[src/hdl/softened_gravity_body_integrator_macros.svh]
// Assertion helpers for the body integrator
`ifndef SOFTENED_GRAVITY_BODY_INTEGRATOR_MACROS_SVH
`define SOFTENED_GRAVITY_BODY_INTEGRATOR_MACROS_SVH

`ifndef SYNTH
`define SGBI_ASSERT_NOW(lbl, ante, cons) \
  lbl: assert property (@(posedge clk) disable iff (rst) (ante) |-> (cons)) \
    else $error("sgbi check failed");
`define SGBI_ASSERT_NEXT(lbl, ante, cons) \
  lbl: assert property (@(posedge clk) disable iff (rst) (ante) |=> (cons)) \
    else $error("sgbi check failed");
`else
`define SGBI_ASSERT_NOW(lbl, ante, cons)
`define SGBI_ASSERT_NEXT(lbl, ante, cons)
`endif

`endif

[src/hdl/sgbi_pkg.sv]
`default_nettype none
package sgbi_pkg;

  localparam int FRAC_BITS = 16;
  localparam int DT_BITS   = 16;
  localparam int NUM_W     = 72;   // divider dividend width
  localparam int DIV_CNT_W = 7;
  localparam int SQRT_CNT_W = 5;

  localparam logic REG_BODY_MASS    = 1'b0;
  localparam logic REG_GRAVITY_GAIN = 1'b1;

  typedef enum logic [1:0] {
    OPER_LOAD    = 2'd0,
    OPER_GRAVITY = 2'd1,
    OPER_FORCE   = 2'd2,
    OPER_ADVANCE = 2'd3
  } oper_t;

  typedef enum logic [4:0] {
    CMD_NOP,
    CMD_ACCEPT,
    CMD_LOAD,
    CMD_DIFF,
    CMD_SQ_X,
    CMD_SQ_Y,
    CMD_D2,
    CMD_SQRT,
    CMD_GM,
    CMD_DIV_GM,
    CMD_DIV_A,
    CMD_CAP_A,
    CMD_DIV_U,
    CMD_MUL_AL,
    CMD_MUL_AH,
    CMD_ACC_HI,
    CMD_MUL_CL,
    CMD_MUL_CH,
    CMD_G_APPLY,
    CMD_F_MUL,
    CMD_DIV_F,
    CMD_F_APPLY,
    CMD_A_MUL,
    CMD_A_APPLY,
    CMD_PUBLISH
  } cmd_op_t;

  typedef struct packed {
    cmd_op_t op;
    logic    axis_y;
  } dp_cmd_t;

  typedef struct packed {
    logic div_busy;
    logic sqrt_busy;
  } dp_status_t;

  typedef enum logic [4:0] {
    ST_IDLE,
    ST_LOAD,
    ST_G_DIFF,
    ST_G_SQX,
    ST_G_SQY,
    ST_G_D2,
    ST_G_SQRT,
    ST_G_SQRT_WAIT,
    ST_G_GM,
    ST_G_DIV1,
    ST_G_DIV1_WAIT,
    ST_G_DIV2,
    ST_G_DIV2_WAIT,
    ST_G_CAP,
    ST_G_UDIV,
    ST_G_UDIV_WAIT,
    ST_G_MUL_AL,
    ST_G_MUL_AH,
    ST_G_ACC_HI1,
    ST_G_MUL_CL,
    ST_G_MUL_CH,
    ST_G_ACC_HI2,
    ST_G_APPLY,
    ST_F_MUL,
    ST_F_DIV,
    ST_F_DIV_WAIT,
    ST_F_APPLY,
    ST_A_MUL,
    ST_A_APPLY,
    ST_PUBLISH
  } state_t;

endpackage
`default_nettype wire

[src/hdl/sgbi_ctrl.sv]
`default_nettype none
module sgbi_ctrl (
  input  wire logic                clk,
  input  wire logic                rst,
  input  wire logic                in_valid,
  output logic                     in_stall,
  input  wire logic [1:0]          operation,
  output logic                     out_valid,
  input  wire logic                out_stall,
  output sgbi_pkg::dp_cmd_t        cmd,
  input  wire sgbi_pkg::dp_status_t status
);
  import sgbi_pkg::*;

  state_t state, state_next;
  logic   axis_y, axis_y_next;
  logic   out_valid_next;

  always_ff @(posedge clk) begin
    if (rst) begin
      state     <= ST_IDLE;
      axis_y    <= 1'b0;
      out_valid <= 1'b0;
    end else begin
      state     <= state_next;
      axis_y    <= axis_y_next;
      out_valid <= out_valid_next;
    end
  end

  assign in_stall = (state != ST_IDLE);

  always_comb begin
    state_next     = state;
    axis_y_next    = axis_y;
    out_valid_next = out_valid;
    cmd.op         = CMD_NOP;
    cmd.axis_y     = axis_y;
    if (out_valid && !out_stall) begin
      out_valid_next = 1'b0;
    end
    case (state)
      ST_IDLE: begin
        if (in_valid) begin
          cmd.op      = CMD_ACCEPT;
          axis_y_next = 1'b0;
          case (oper_t'(operation))
            OPER_LOAD:    state_next = ST_LOAD;
            OPER_GRAVITY: state_next = ST_G_DIFF;
            OPER_FORCE:   state_next = ST_F_MUL;
            OPER_ADVANCE: state_next = ST_A_MUL;
            default:      state_next = ST_LOAD;
          endcase
        end
      end
      ST_LOAD: begin
        cmd.op = CMD_LOAD;
        state_next = ST_PUBLISH;
      end
      ST_G_DIFF: begin
        cmd.op = CMD_DIFF;
        state_next = ST_G_SQX;
      end
      ST_G_SQX: begin
        cmd.op = CMD_SQ_X;
        state_next = ST_G_SQY;
      end
      ST_G_SQY: begin
        cmd.op = CMD_SQ_Y;
        state_next = ST_G_D2;
      end
      ST_G_D2: begin
        cmd.op = CMD_D2;
        state_next = ST_G_SQRT;
      end
      ST_G_SQRT: begin
        cmd.op = CMD_SQRT;
        state_next = ST_G_SQRT_WAIT;
      end
      ST_G_SQRT_WAIT: begin
        if (!status.sqrt_busy) state_next = ST_G_GM;
      end
      ST_G_GM: begin
        cmd.op = CMD_GM;
        state_next = ST_G_DIV1;
      end
      ST_G_DIV1: begin
        cmd.op = CMD_DIV_GM;
        state_next = ST_G_DIV1_WAIT;
      end
      ST_G_DIV1_WAIT: begin
        if (!status.div_busy) state_next = ST_G_DIV2;
      end
      ST_G_DIV2: begin
        cmd.op = CMD_DIV_A;
        state_next = ST_G_DIV2_WAIT;
      end
      ST_G_DIV2_WAIT: begin
        if (!status.div_busy) state_next = ST_G_CAP;
      end
      ST_G_CAP: begin
        cmd.op = CMD_CAP_A;
        state_next = ST_G_UDIV;
      end
      ST_G_UDIV: begin
        cmd.op = CMD_DIV_U;
        state_next = ST_G_UDIV_WAIT;
      end
      ST_G_UDIV_WAIT: begin
        if (!status.div_busy) state_next = ST_G_MUL_AL;
      end
      ST_G_MUL_AL: begin
        cmd.op = CMD_MUL_AL;
        state_next = ST_G_MUL_AH;
      end
      ST_G_MUL_AH: begin
        cmd.op = CMD_MUL_AH;
        state_next = ST_G_ACC_HI1;
      end
      ST_G_ACC_HI1: begin
        cmd.op = CMD_ACC_HI;
        state_next = ST_G_MUL_CL;
      end
      ST_G_MUL_CL: begin
        cmd.op = CMD_MUL_CL;
        state_next = ST_G_MUL_CH;
      end
      ST_G_MUL_CH: begin
        cmd.op = CMD_MUL_CH;
        state_next = ST_G_ACC_HI2;
      end
      ST_G_ACC_HI2: begin
        cmd.op = CMD_ACC_HI;
        state_next = ST_G_APPLY;
      end
      ST_G_APPLY: begin
        cmd.op = CMD_G_APPLY;
        if (axis_y) begin
          state_next = ST_PUBLISH;
        end else begin
          axis_y_next = 1'b1;
          state_next  = ST_G_UDIV;
        end
      end
      ST_F_MUL: begin
        cmd.op = CMD_F_MUL;
        state_next = ST_F_DIV;
      end
      ST_F_DIV: begin
        cmd.op = CMD_DIV_F;
        state_next = ST_F_DIV_WAIT;
      end
      ST_F_DIV_WAIT: begin
        if (!status.div_busy) state_next = ST_F_APPLY;
      end
      ST_F_APPLY: begin
        cmd.op = CMD_F_APPLY;
        if (axis_y) begin
          state_next = ST_PUBLISH;
        end else begin
          axis_y_next = 1'b1;
          state_next  = ST_F_MUL;
        end
      end
      ST_A_MUL: begin
        cmd.op = CMD_A_MUL;
        state_next = ST_A_APPLY;
      end
      ST_A_APPLY: begin
        cmd.op = CMD_A_APPLY;
        if (axis_y) begin
          state_next = ST_PUBLISH;
        end else begin
          axis_y_next = 1'b1;
          state_next  = ST_A_MUL;
        end
      end
      ST_PUBLISH: begin
        // output register must be free or emptying this cycle
        if (!out_valid || !out_stall) begin
          cmd.op         = CMD_PUBLISH;
          out_valid_next = 1'b1;
          state_next     = ST_IDLE;
        end
      end
      default: state_next = ST_IDLE;
    endcase
  end

endmodule
`default_nettype wire

[config.mk]
export PLATFORM = sky130hd
export DESIGN_NAME = sgbi_ctrl
export DESIGN_NICKNAME = d
export VERILOG_FILES = /design/src/hdl/softened_gravity_body_integrator_macros.svh /design/src/hdl/sgbi_pkg.sv /design/src/hdl/sgbi_ctrl.sv
export SDC_FILE = /design/constraint.sdc
export NUM_CORES = 1
export LEC_CHECK = 0
export CORE_MARGIN = 4
export CORE_UTILIZATION = 55
export CTS_BUF_LIST = sky130_fd_sc_hd__clkbuf_16
export CTS_CLUSTER_SIZE = 8
export DETAILED_ROUTE_END_ITERATION = 10
export DONT_BUFFER_PORTS = 1
export GPL_ROUTABILITY_DRIVEN = 0
export PLACE_DENSITY = 0.71
export SLEW_MARGIN = 15
export SYNTH_ARGS = -nofsm -noshare
export SYNTH_HDL_FRONTEND = slang
export SYNTH_SLANG_ARGS = --single-unit
[constraint.sdc]
create_clock -name clk -period 2.7 [get_ports clk]
set_clock_uncertainty 0.15 [all_clocks]
set_input_delay 0.27 -clock clk [delete_from_list [all_inputs] [get_ports clk]]
set_output_delay 0.27 -clock clk [all_outputs]
set_load 0.02 [all_outputs]
; Word-level counts from Yosys, hierarchy flattened
; Index checks and enable logic that the tools add are counted.
[op_classes]
muxes = 20
n_eq_ne = 39
reduce_logical = 12
[ops]
columns = cell, count
row1 = $pmux W5 S30, 1
row2 = $pmux W5 S24, 1
row3 = $eq A5 B5 Y1 const B, 14
row4 = $mux W5, 9
row5 = $eq A5 B4 Y1 const B, 8
row6 = $eq A5 B3 Y1 const B, 4
row7 = $pmux W5 S4, 1
row8 = $ne A2 B2 Y1 const B, 7
row9 = $eq A5 B2 Y1 const B, 2
row10 = $reduce_and A7 Y1, 1
row11 = $eq A5 B1 Y1 const B, 1
row12 = $logic_not A5 Y1, 1
row13 = $mux W1, 5
row14 = $reduce_bool A5 Y1, 1
row15 = $eq A2 B2 Y1 const B, 2
row16 = $mux W4, 1
row17 = $mux W3, 1
row18 = $reduce_or A3 Y1, 1
row19 = $eq A2 B1 Y1 const B, 1
row20 = $logic_not A1 Y1, 2
row21 = $logic_not A2 Y1, 1
row22 = $pmux W1 S2, 1
row23 = $reduce_and A2 Y1, 1
row24 = $reduce_bool A2 Y1, 1
row25 = 3 further kinds, 3
[word_totals]
register_bits = 7
output_inout_bits = 8
elab_cells = 74

; Logic depth before layout (Yosys ltp)
; Gate-level depths: netlist of the first run.
[depth]
depth_word = 5
depth_mapped = 8
ltp_nobuf = 6

; Worst setup path after synthesis of the first run
; Ideal clock, no wire load.
[synth_path]
kind = register to output
startpoint = reg state[4]
endpoint = out cmd[1] (netlist name)
setup_slack_ns = 0.585
t_arrival_ns = 1.695
path_stages_with_launch = 7
required_ns = 2.280
path_cell_list = dfxtp_1 > buf_2 > buf_2 > buf_2 > buf_2 > o21ai_0 > a211oi_1
[synth_lines]
columns = element, line_no
row1 = "start, declared", sgbi_ctrl.sv:15  ; state_t state, state_next;
row2 = "start signal, assigned", sgbi_ctrl.sv:25  ; state <= state_next;
row3 = "end, declared", sgbi_ctrl.sv:10  ; output sgbi_pkg::dp_cmd_t cmd,

==> results by stage, run 1 <==
Status:
- The flow ran to the end, and the final reports show no timing, DRC or antenna violations.

Place:
- Timing analysis after detailed placement gives a worst setup slack of about 0.41 ns.
- The number of buffers added on ports is 0.
- The half-perimeter wire length after placement is 1886 µm.
- The post-placement cell area is between 900 and 1000 µm².

GRT:
- The number of antenna violations at the first check in global routing is 0.
- The maximum number of pins on one net before global-route repair is 20.
- The via count of the first global-routing pass was around 1,000.
- Across every metal layer, demand over resource in global routing totals 0.2384.
- The global-route wire length before repair is 4609 µm.
- The overflow left after global routing is 0.

Detailed routing:
- The routed layout has 1,158 vias.
- In the routed design, unresolved DRC markers number 0.
- The final layout contains routed wiring with a total length of approximately 2800 µm.
- The routed wirelength normalized by instance count is 16.56 µm.
- The detailed-route vias per instance is 6.852.
- For this block, the initial DRC count from the detailed router was 47.
- The length of the first detailed-routing pass in iterations is 4.
- The detail route stage leaves a number of antenna-violating nets equal to 0.

Layout:
- The filler cells instantiated in the layout total 144.
- The final layout contains between 150 and 200 nets.
- The layout cell share with drive strength beyond 1 is 0.1379.
- Relative to the synthesized area, the layout overhead comes to 11.01%.
- The most frequent standard cell in the layout excluding fill and tap cells is sky130_fd_sc_hd__a21oi_1.
- The final standard cell area without fillers is ~1100 µm².
- In the final layout, the multi-input gates occupy between 700 and 800 µm².
- The number of antenna diodes is 0.
- Summing all flip-flop and latch instances after layout gives 140.1 µm².
- In the layout the commonest cells are 17 x sky130_fd_sc_hd__a21oi_1, 16 x sky130_fd_sc_hd__o21ai_0, 13 x sky130_fd_sc_hd__nand2_1.

Worst setup path:
- The largest single stage delay on the critical path is 0.69 ns.
- The largest individual stage delay along the critical path comes from the cell sky130_fd_sc_hd__dfxtp_1.
- The worst setup path is of the reg -> out kind.
- The number of cells on the worst reg-to-reg path is 6.
- STA classifies the critical path startpoint as a flip-flop.
- The start of the worst register-to-register path is state[1].
- The required time of the critical path is around 2.3 ns.
- Of all nets on the critical path, the largest fanout is 19.
- The critical path runs through a total of 6 cells.
- The worst path arrival time is between 2 and 2.5 ns.
- The startpoint of the most critical setup path is state[0].
- The termination of the worst setup path is cmd[3].
- The worst register-to-register path ends at state[4].
- The kind of cell with the highest combined delay on the critical path is flip-flops.
- The critical path goes through clkinv_1, a21oi_1, o22ai_1, a32oi_1, o21ai_0, buf_4.
- STA classifies the critical path endpoint as an output port.
- The setup slack of the worst register-to-register path is approximately 0.25 ns.
- The number of buffers and inverters on the critical path is 2.

Timing:
- The peak clock frequency supported by timing is around 0.4 GHz.
- The final number of hold-violating endpoints came to 0.
- The final worst-path cycle share is 0.9247.
- The transition time at the pin with the least slew margin is 0.5827 ns.
- Across all setup checks in the final design, the least slack found is 0.2032 ns.
- The setup violation total in the final timing report is 0.
- The minimum clock period is 2.497 ns.
- The number of max-slew violations in the final report was 0.
- The worst pin sits at a relative slew slack of 0.6015.
- Setup repair after global routing left no endpoint under its margin.
- The final sum of negative setup slack is 0 ns.
- On the final layout, the worst hold slack is 0.07362 ns.

Floorplan:
- The overall die area is around 2500 µm².
- The total area inside the core boundary comes to 1594 µm².
- The floorplan step set the die height to 50.15 µm.
- The initial utilization of the core area, before any placement, comes to 0.6130.
- The number of primary I/O pins is 16.
- After floorplanning, the core was divided into 14 placement rows.
- The die is approximately 50 µm wide.

Clock tree:
- The maximum clock insertion buffer count is 2.
- The clock transition at the registers of the reported paths is 0.04 ns.
- At the later pin of the worst-skew pair, clock insertion delay measures 0.24 ns.
- Post-CTS repair changed the size of 0 cells.
- In this run, CTS created clock tree buffers numbering 3.
- CTS placed an instance of sky130_fd_sc_hd__clkbuf_16 at the clock tree root.
- The count of clock tree sinks is 7.
- Post-CTS timing repair inserted 0 buffers for setup.
- The clock tree from TritonCTS is done.
- In this run the number of H-tree levels came out at 1.

Power and ir drop:
- Power spread over the standard cell area amounts to 1486 nW/µm².
- Of the total power, the share spent switching nets is 0.5244.
- The clock share of power is 0.160.
- The share of total power dissipated in sequential elements is 0.165.
- The worst-case vdd ir drop is roughly 0.80 mV.
- The analysis attributes to cell leakage a power of between 0.3 and 0.4 nW.
- The internal power summed over all cells is about 770 µW.
- Summed over all nets, the switching power comes to 845.3 µW.
- The share of power burned in combinational logic is 0.675.

Synthesis:
- In this run the mean area of a mapped cell was roughly 6.7 µm².
- The number of different library cells in the post-synthesis netlist is 51.
- The synthesized design contains 0 enable-type register cells.
- The async set-or-reset flop fraction in the synthesized netlist is 0.
- The register bit total from synthesis is 7.
- The cell count after synthesis came out at approximately 150.
- Summing every instance area after synthesis gives 977.2 µm².
- When the netlist entered floorplanning its net count stood at approximately 150.
- For this run, the register share of the synthesized area comes to 0.1434.
- The flip-flop cell with the highest count after synthesis is sky130_fd_sc_hd__dfxtp_1.
- The Yosys step of the flow raised 0 warnings.

Flow run:
- Across the run, the number of max-cap violations was 0.

Worst hold path:
- The tightest min-delay check is of the in -> reg type.
worst register-to-register path, cell delays in order (launching register included):
cell	delay (ns)
sky130_fd_sc_hd__dfxtp_1	0.65
sky130_fd_sc_hd__buf_4	0.30
sky130_fd_sc_hd__nor4_1	0.10
sky130_fd_sc_hd__o21ai_0	0.24
sky130_fd_sc_hd__o221ai_2	0.25
sky130_fd_sc_hd__a2111oi_0	0.53
sky130_fd_sc_hd__nor3_1	0.09
synth_stat cells, types with 2 or more instances:
cell type                  count  area (µm²)
sky130_fd_sc_hd__nor4_1        2       12.51
sky130_fd_sc_hd__clkbuf_1      4       15.01
sky130_fd_sc_hd__a311oi_1      2       17.52
sky130_fd_sc_hd__a32oi_1       2       17.52
sky130_fd_sc_hd__nor3_1        6       30.03
sky130_fd_sc_hd__a221oi_1      3       26.28
sky130_fd_sc_hd__a21oi_1      17       85.08
sky130_fd_sc_hd__nand3_1       5       25.02
sky130_fd_sc_hd__nor2_1        9       33.78
sky130_fd_sc_hd__a31oi_1       2       12.51
sky130_fd_sc_hd__inv_1         3       11.26
sky130_fd_sc_hd__a211oi_1      5       37.54
sky130_fd_sc_hd__clkinv_1      2       7.510
sky130_fd_sc_hd__nor2b_1       3       18.77
sky130_fd_sc_hd__o22ai_1       2       12.51
sky130_fd_sc_hd__nand2_1      13       48.80
sky130_fd_sc_hd__o21ai_0      16       80.08
sky130_fd_sc_hd__and2_1        2       12.51
sky130_fd_sc_hd__buf_6         2       22.52
sky130_fd_sc_hd__buf_2         9       45.04
sky130_fd_sc_hd__dfxtp_1       7       140.1
power by group through the flow:
stage,logic (mW),clock network [mW],registers (mW)
after global routing,1.19,0.271,0.277
after floorplan,0.932,0,0.163
final,1.09,0.259,0.266
after CTS,1.07,0.262,0.261
after detailed placement,1.06,0,0.263
after global placement,1.04,0,0.260
through the flow:
stage                     cells  utilization  total power, mW
after floorplan             146            -            1.095
after global routing        169       0.6805            1.738
after global placement      164       0.6248            1.299
after detailed placement    164       0.6248            1.322
after CTS                   169       0.6805            1.598
final                       169       0.6805            1.612
per-layer routing:
layer | up-vias | GRT usage | part of all wire
met5 | - | 0 | 0
met4 | 0 | 0.1336 | 0.023
met3 | 7 | 0.06509 | 0.11
met2 | 67 | 0.3565 | 0.45
met1 | 533 | 0.3076 | 0.42
li1 | 551 | - | -
what timing repair did:
action / in CTS / in global routing
hold buffers: 1 / 0
endpoints found under the setup margin: 0 / 0
endpoints found under the hold margin: 7 / 0
cells by family (layout without fill, tap and decap cells):
kind of cell	count (synthesis)	after routing	synth area share
AO/OA/AOI/OAI	60	60	0.4072
AND/OR/NAND/NOR	54	54	0.3060
buffers and inverters	22	21	0.1152
flip-flops	7	7	0.1434
XOR/XNOR	2	2	0.01793
multiplexers	1	1	0.01024
state kept, by name, indices dropped and copies added (netlist names):
signal,flops
axis_y,1
out_valid,1
state,5
final cells by class:
class	instances	area share
sequential	7	0.1292
inverter	5	0.01730
multi-input combinational	117	0.6678
clock inverter	1	0.003460
clock buffer	3	0.06920
tap	24	0.02768
timing repair buffer	12	0.08535
worst min-delay path by stage:
stage / from / to / slack (ns) / cells after the start
after floorplan: rst / axis_y / 0.19 / 1
after global placement: rst / state[3] / 0.19 / 1
after detailed placement: rst / state[3] / 0.19 / 1
after CTS: in_valid / axis_y / 0.07 / 3
after global routing: in_valid / axis_y / 0.11 / 3
final: in_valid / axis_y / 0.07 / 3
(Power assumes the default switching activity.)
==> run 2: changes to the inputs <==
--- a/config.mk
+++ b/config.mk
@@ -12,7 +12,8 @@
 export DETAILED_ROUTE_END_ITERATION = 10
 export DONT_BUFFER_PORTS = 1
 export GPL_ROUTABILITY_DRIVEN = 0
-export PLACE_DENSITY = 0.71
+export GPL_TIMING_DRIVEN = 1
+export PLACE_DENSITY = 0.82
 export SLEW_MARGIN = 15
 export SYNTH_ARGS = -nofsm -noshare
 export SYNTH_HDL_FRONTEND = slang
==> results by stage, run 2 (same netlist as run 1, synthesis figures left out) <==
Status:
- The run finished with clean final reports.

Place:
- The worst slack at placement is 0.1995 ns (-0.2146 ns).
- The number of buffers added on ports came to 0 (unchanged).
- The post-placement cell area is 996.0 µm² (unchanged).
- The half-perimeter wire length after placement is 1990 µm (+5.5%).
- The total instance count after detailed placement is 164 (unchanged).

Layout:
- state holds more flip-flops than any other register.
- The final standard cell area without fillers came to 1086 µm² (+0.12%).
- The filler-free cell count of the finished design came to 169 (unchanged).
- The number of flip-flops under the largest register name was 5 (unchanged).
- The most frequent standard cell in the layout excluding fill and tap cells is sky130_fd_sc_hd__a21oi_1.
- The area growth from synthesis to layout is 11.14%.
- The number of fill cells is 139 (-3.5%).
- The final layout net count is 154 (unchanged).
- The utilization of the core after routing was 0.6813 (+0.0007850).
- The number of antenna diodes is 0 (unchanged).
- The layout cell share with drive strength beyond 1 is 0.1379 (unchanged).
- The library cells used most frequently in the layout, excluding fill and tap cells, are 17 x sky130_fd_sc_hd__a21oi_1, 16 x sky130_fd_sc_hd__o21ai_0, 13 x sky130_fd_sc_hd__nand2_1.
- The area occupied by registers is 140.1 µm² (unchanged).
- In the final layout, the registers with the most flip-flops are state x5, axis_y x1, out_valid x1.
- The area used by multi-input combinational logic is 725.7 µm² (+0.17%).

Worst setup path:
- The slowest library cell on the worst path is sky130_fd_sc_hd__dfxtp_1.
- The startpoint identified for the worst register-to-register timing path is state[1].
- The setup path with the least slack is of type reg -> out.
- Traced cell by cell, the critical path runs through clkinv_1, a21oi_1, o22ai_1, a32oi_1, o21ai_0, buf_4.
- The maximum net fanout on the critical path was 19 (unchanged).
- The worst reg2reg path depth is 6 (unchanged).
- The reg-to-reg endpoint is state[2].
- The worst path arrival time is 2.08 ns (about the same).
- The maximum single-stage delay on the critical path is 0.71 ns (+0.02 ns).
- The required time of the critical path is 2.28 ns (about the same).
- The setup slack of the worst register-to-register path came to 0.23 ns (-0.02 ns).
- The type of element capturing the critical path is an output port.
- The kind of start point of the critical path is a flip-flop.

GRT:
- The global-route total usage across every layer is 0.2298 (-0.008597).
- The via count of the first global-routing pass is 1,014 (+1.8%).
- The maximum number of pins on one net before global-route repair is 22 (+10%).
- The global-route wire length before repair was 4588 µm (-0.46%).
- The overflow left after global routing came to 0 (unchanged).
- The number of antenna violations at the first check in global routing is 0 (unchanged).

Power and ir drop:
- The sequential power share is 0.169 (+0.004).
- The share of power burned in combinational logic is 0.678 (+0.003).
- The internal power summed over all cells came to 770.5 µW (+0.53%).
- The clock share of power came to 0.153 (-0.007).
- The total power divided by cell area is 1502 nW/µm² (+1.1%).
- The overall power after layout was 1.632 mW (+1.2%).
- The worst-case vdd ir drop is 0.8848 mV (+11%).
- The static power due to leakage is 0.3662 nW (about the same).
- The power spent charging and discharging nets came to 861.2 µW (+1.9%).
- The share of total power consumed by net switching came to 0.5278 (+0.003319).

Detailed routing:
- The detailed-route via count came to 1,178 (+1.7%).
- The length of the first detailed-routing pass in iterations is 5 (+1).
- The routed wirelength normalized by instance count is 17.40 µm (+5.1%).
- The residual DRC count is 0 (unchanged).
- The post-detailed-routing wire length is 2941 µm (+5.1%).
- The remaining antenna violation count after routing is 0 (unchanged).
- The number of DRC markers in iteration 0 is 84 (+79%).
- The detailed-route vias per instance came to 6.970 (+1.7%).

Floorplan:
- The total number of placement rows was 14 (unchanged).
- The core outline area is 1594 µm² (unchanged).
- The number of primary I/O pins came to 16 (unchanged).
- The overall die area came to 2515 µm² (unchanged).
- The effective utilization at floorplan was 0.6130 (unchanged).
- The die span in y is 50.15 µm (unchanged).
- The die extent in x is 50.15 µm (unchanged).

Timing:
- The post-route worst hold slack is 0.1008 ns (+0.02718 ns).
- The minimum clock period is 2.501 ns (+0.003941 ns).
- The setup violation total in the final timing report was 0 (unchanged).
- The transition time at the pin with the least slew margin was 0.6264 ns (+0.04369 ns).
- The final setup slack of the worst path is 0.1992 ns (-0.003941 ns).
- Setup repair after global routing left no endpoint under its margin.
- The peak clock frequency supported by timing is 0.3999 GHz (-0.16%).
- The final sum of negative setup slack is 0 ns (unchanged).
- The final number of hold-violating endpoints is 0 (unchanged).
- The final worst-path cycle share was 0.9262 (+0.001460).
- The number of max-slew violations in the final report was 0 (unchanged).
- The relative slew slack is 0.5818 (-0.01965).

Worst hold path:
- The min-delay analysis places its worst path in the category in -> reg.
- The cell depth of the worst min-delay path is 3 (unchanged).
- The path with the worst hold slack has its endpoint at axis_y.
- The launch point of the worst hold path is in_valid.

Clock tree:
- The H-tree depth reported by CTS is 1 (unchanged).
- The total clock buffers created by CTS came to 3 (unchanged).
- The buffer cell driving the clock tree root is sky130_fd_sc_hd__clkbuf_16.
- The maximum clock insertion buffer count is 2 (unchanged).
- The worst-skew pair later-pin latency is 0.23 ns (about the same).
- The clock transition at the registers of the reported paths is 0.04 ns (about the same).
- The number of buffers inserted to repair setup after CTS is 0 (unchanged).
- The count of clock tree sinks is 7 (unchanged).
- The clock tree from TritonCTS is done.

Flow run:
- The number of max-capacitance violations reported is 0 (unchanged).
-- run 2: power groups by stage --
stage / clock network, mW / registers (mW) / logic [mW]
4_1_cts: 0.251 / 0.268 / 1.08
3_3_place_gp: 0 / 0.266 / 1.04
5_1_grt: 0.259 / 0.281 / 1.20
3_5_place_dp: 0 / 0.268 / 1.07
6_report: 0.250 / 0.276 / 1.11
2_1_floorplan: 0 / 0.163 / 0.932
-- run 2: per-layer routing --
metal / track usage / share of wire / up-vias
met3: 0.06213 / 0.12 / 4
met2: 0.3957 / 0.49 / 89
met5: 0 / 0 / -
met4: 0.04147 / 0.0078 / 0
li1: - / - / 552
met1: 0.2875 / 0.38 / 533
-- run 2: layout make-up --
class,instances,share of cell area
well taps,24,0.02765
clock buffers,3,0.06912
clock inverters,1,0.003456
multi-input cells,117,0.6682
repair buffers,12,0.08525
inverters,5,0.01728
flip-flops and latches,7,0.1290
-- run 2: worst max-delay path: cells and delay by family (launching register included) --
| family | cells | cell delay (ns) |
|---|---|---|
| flops | 1 | 0.71 |
| compound gates | 4 | 0.57 |
| buf+inv | 2 | 0.57 |
-- run 2: worst max path at each step --
stage	slack, ns	cells past startpoint	startpoint	end
2_1_floorplan	0.59	6	state[4]	cmd[1]
4_1_cts	0.18	6	state[1]	state[4]
5_1_grt	0.05	6	state[1]	state[2]
3_5_place_dp	0.20	6	state[1]	state[4]
6_report	0.20	6	state[0]	cmd[3]
3_3_place_gp	0.28	6	state[1]	state[4]
-- run 2: repair_timing --
item / CTS / global route
gates resized for setup: 0 / 1
endpoints found under the setup margin: 0 / 1
hold endpoints to repair: 7 / 0
hold buffers: 1 / 0
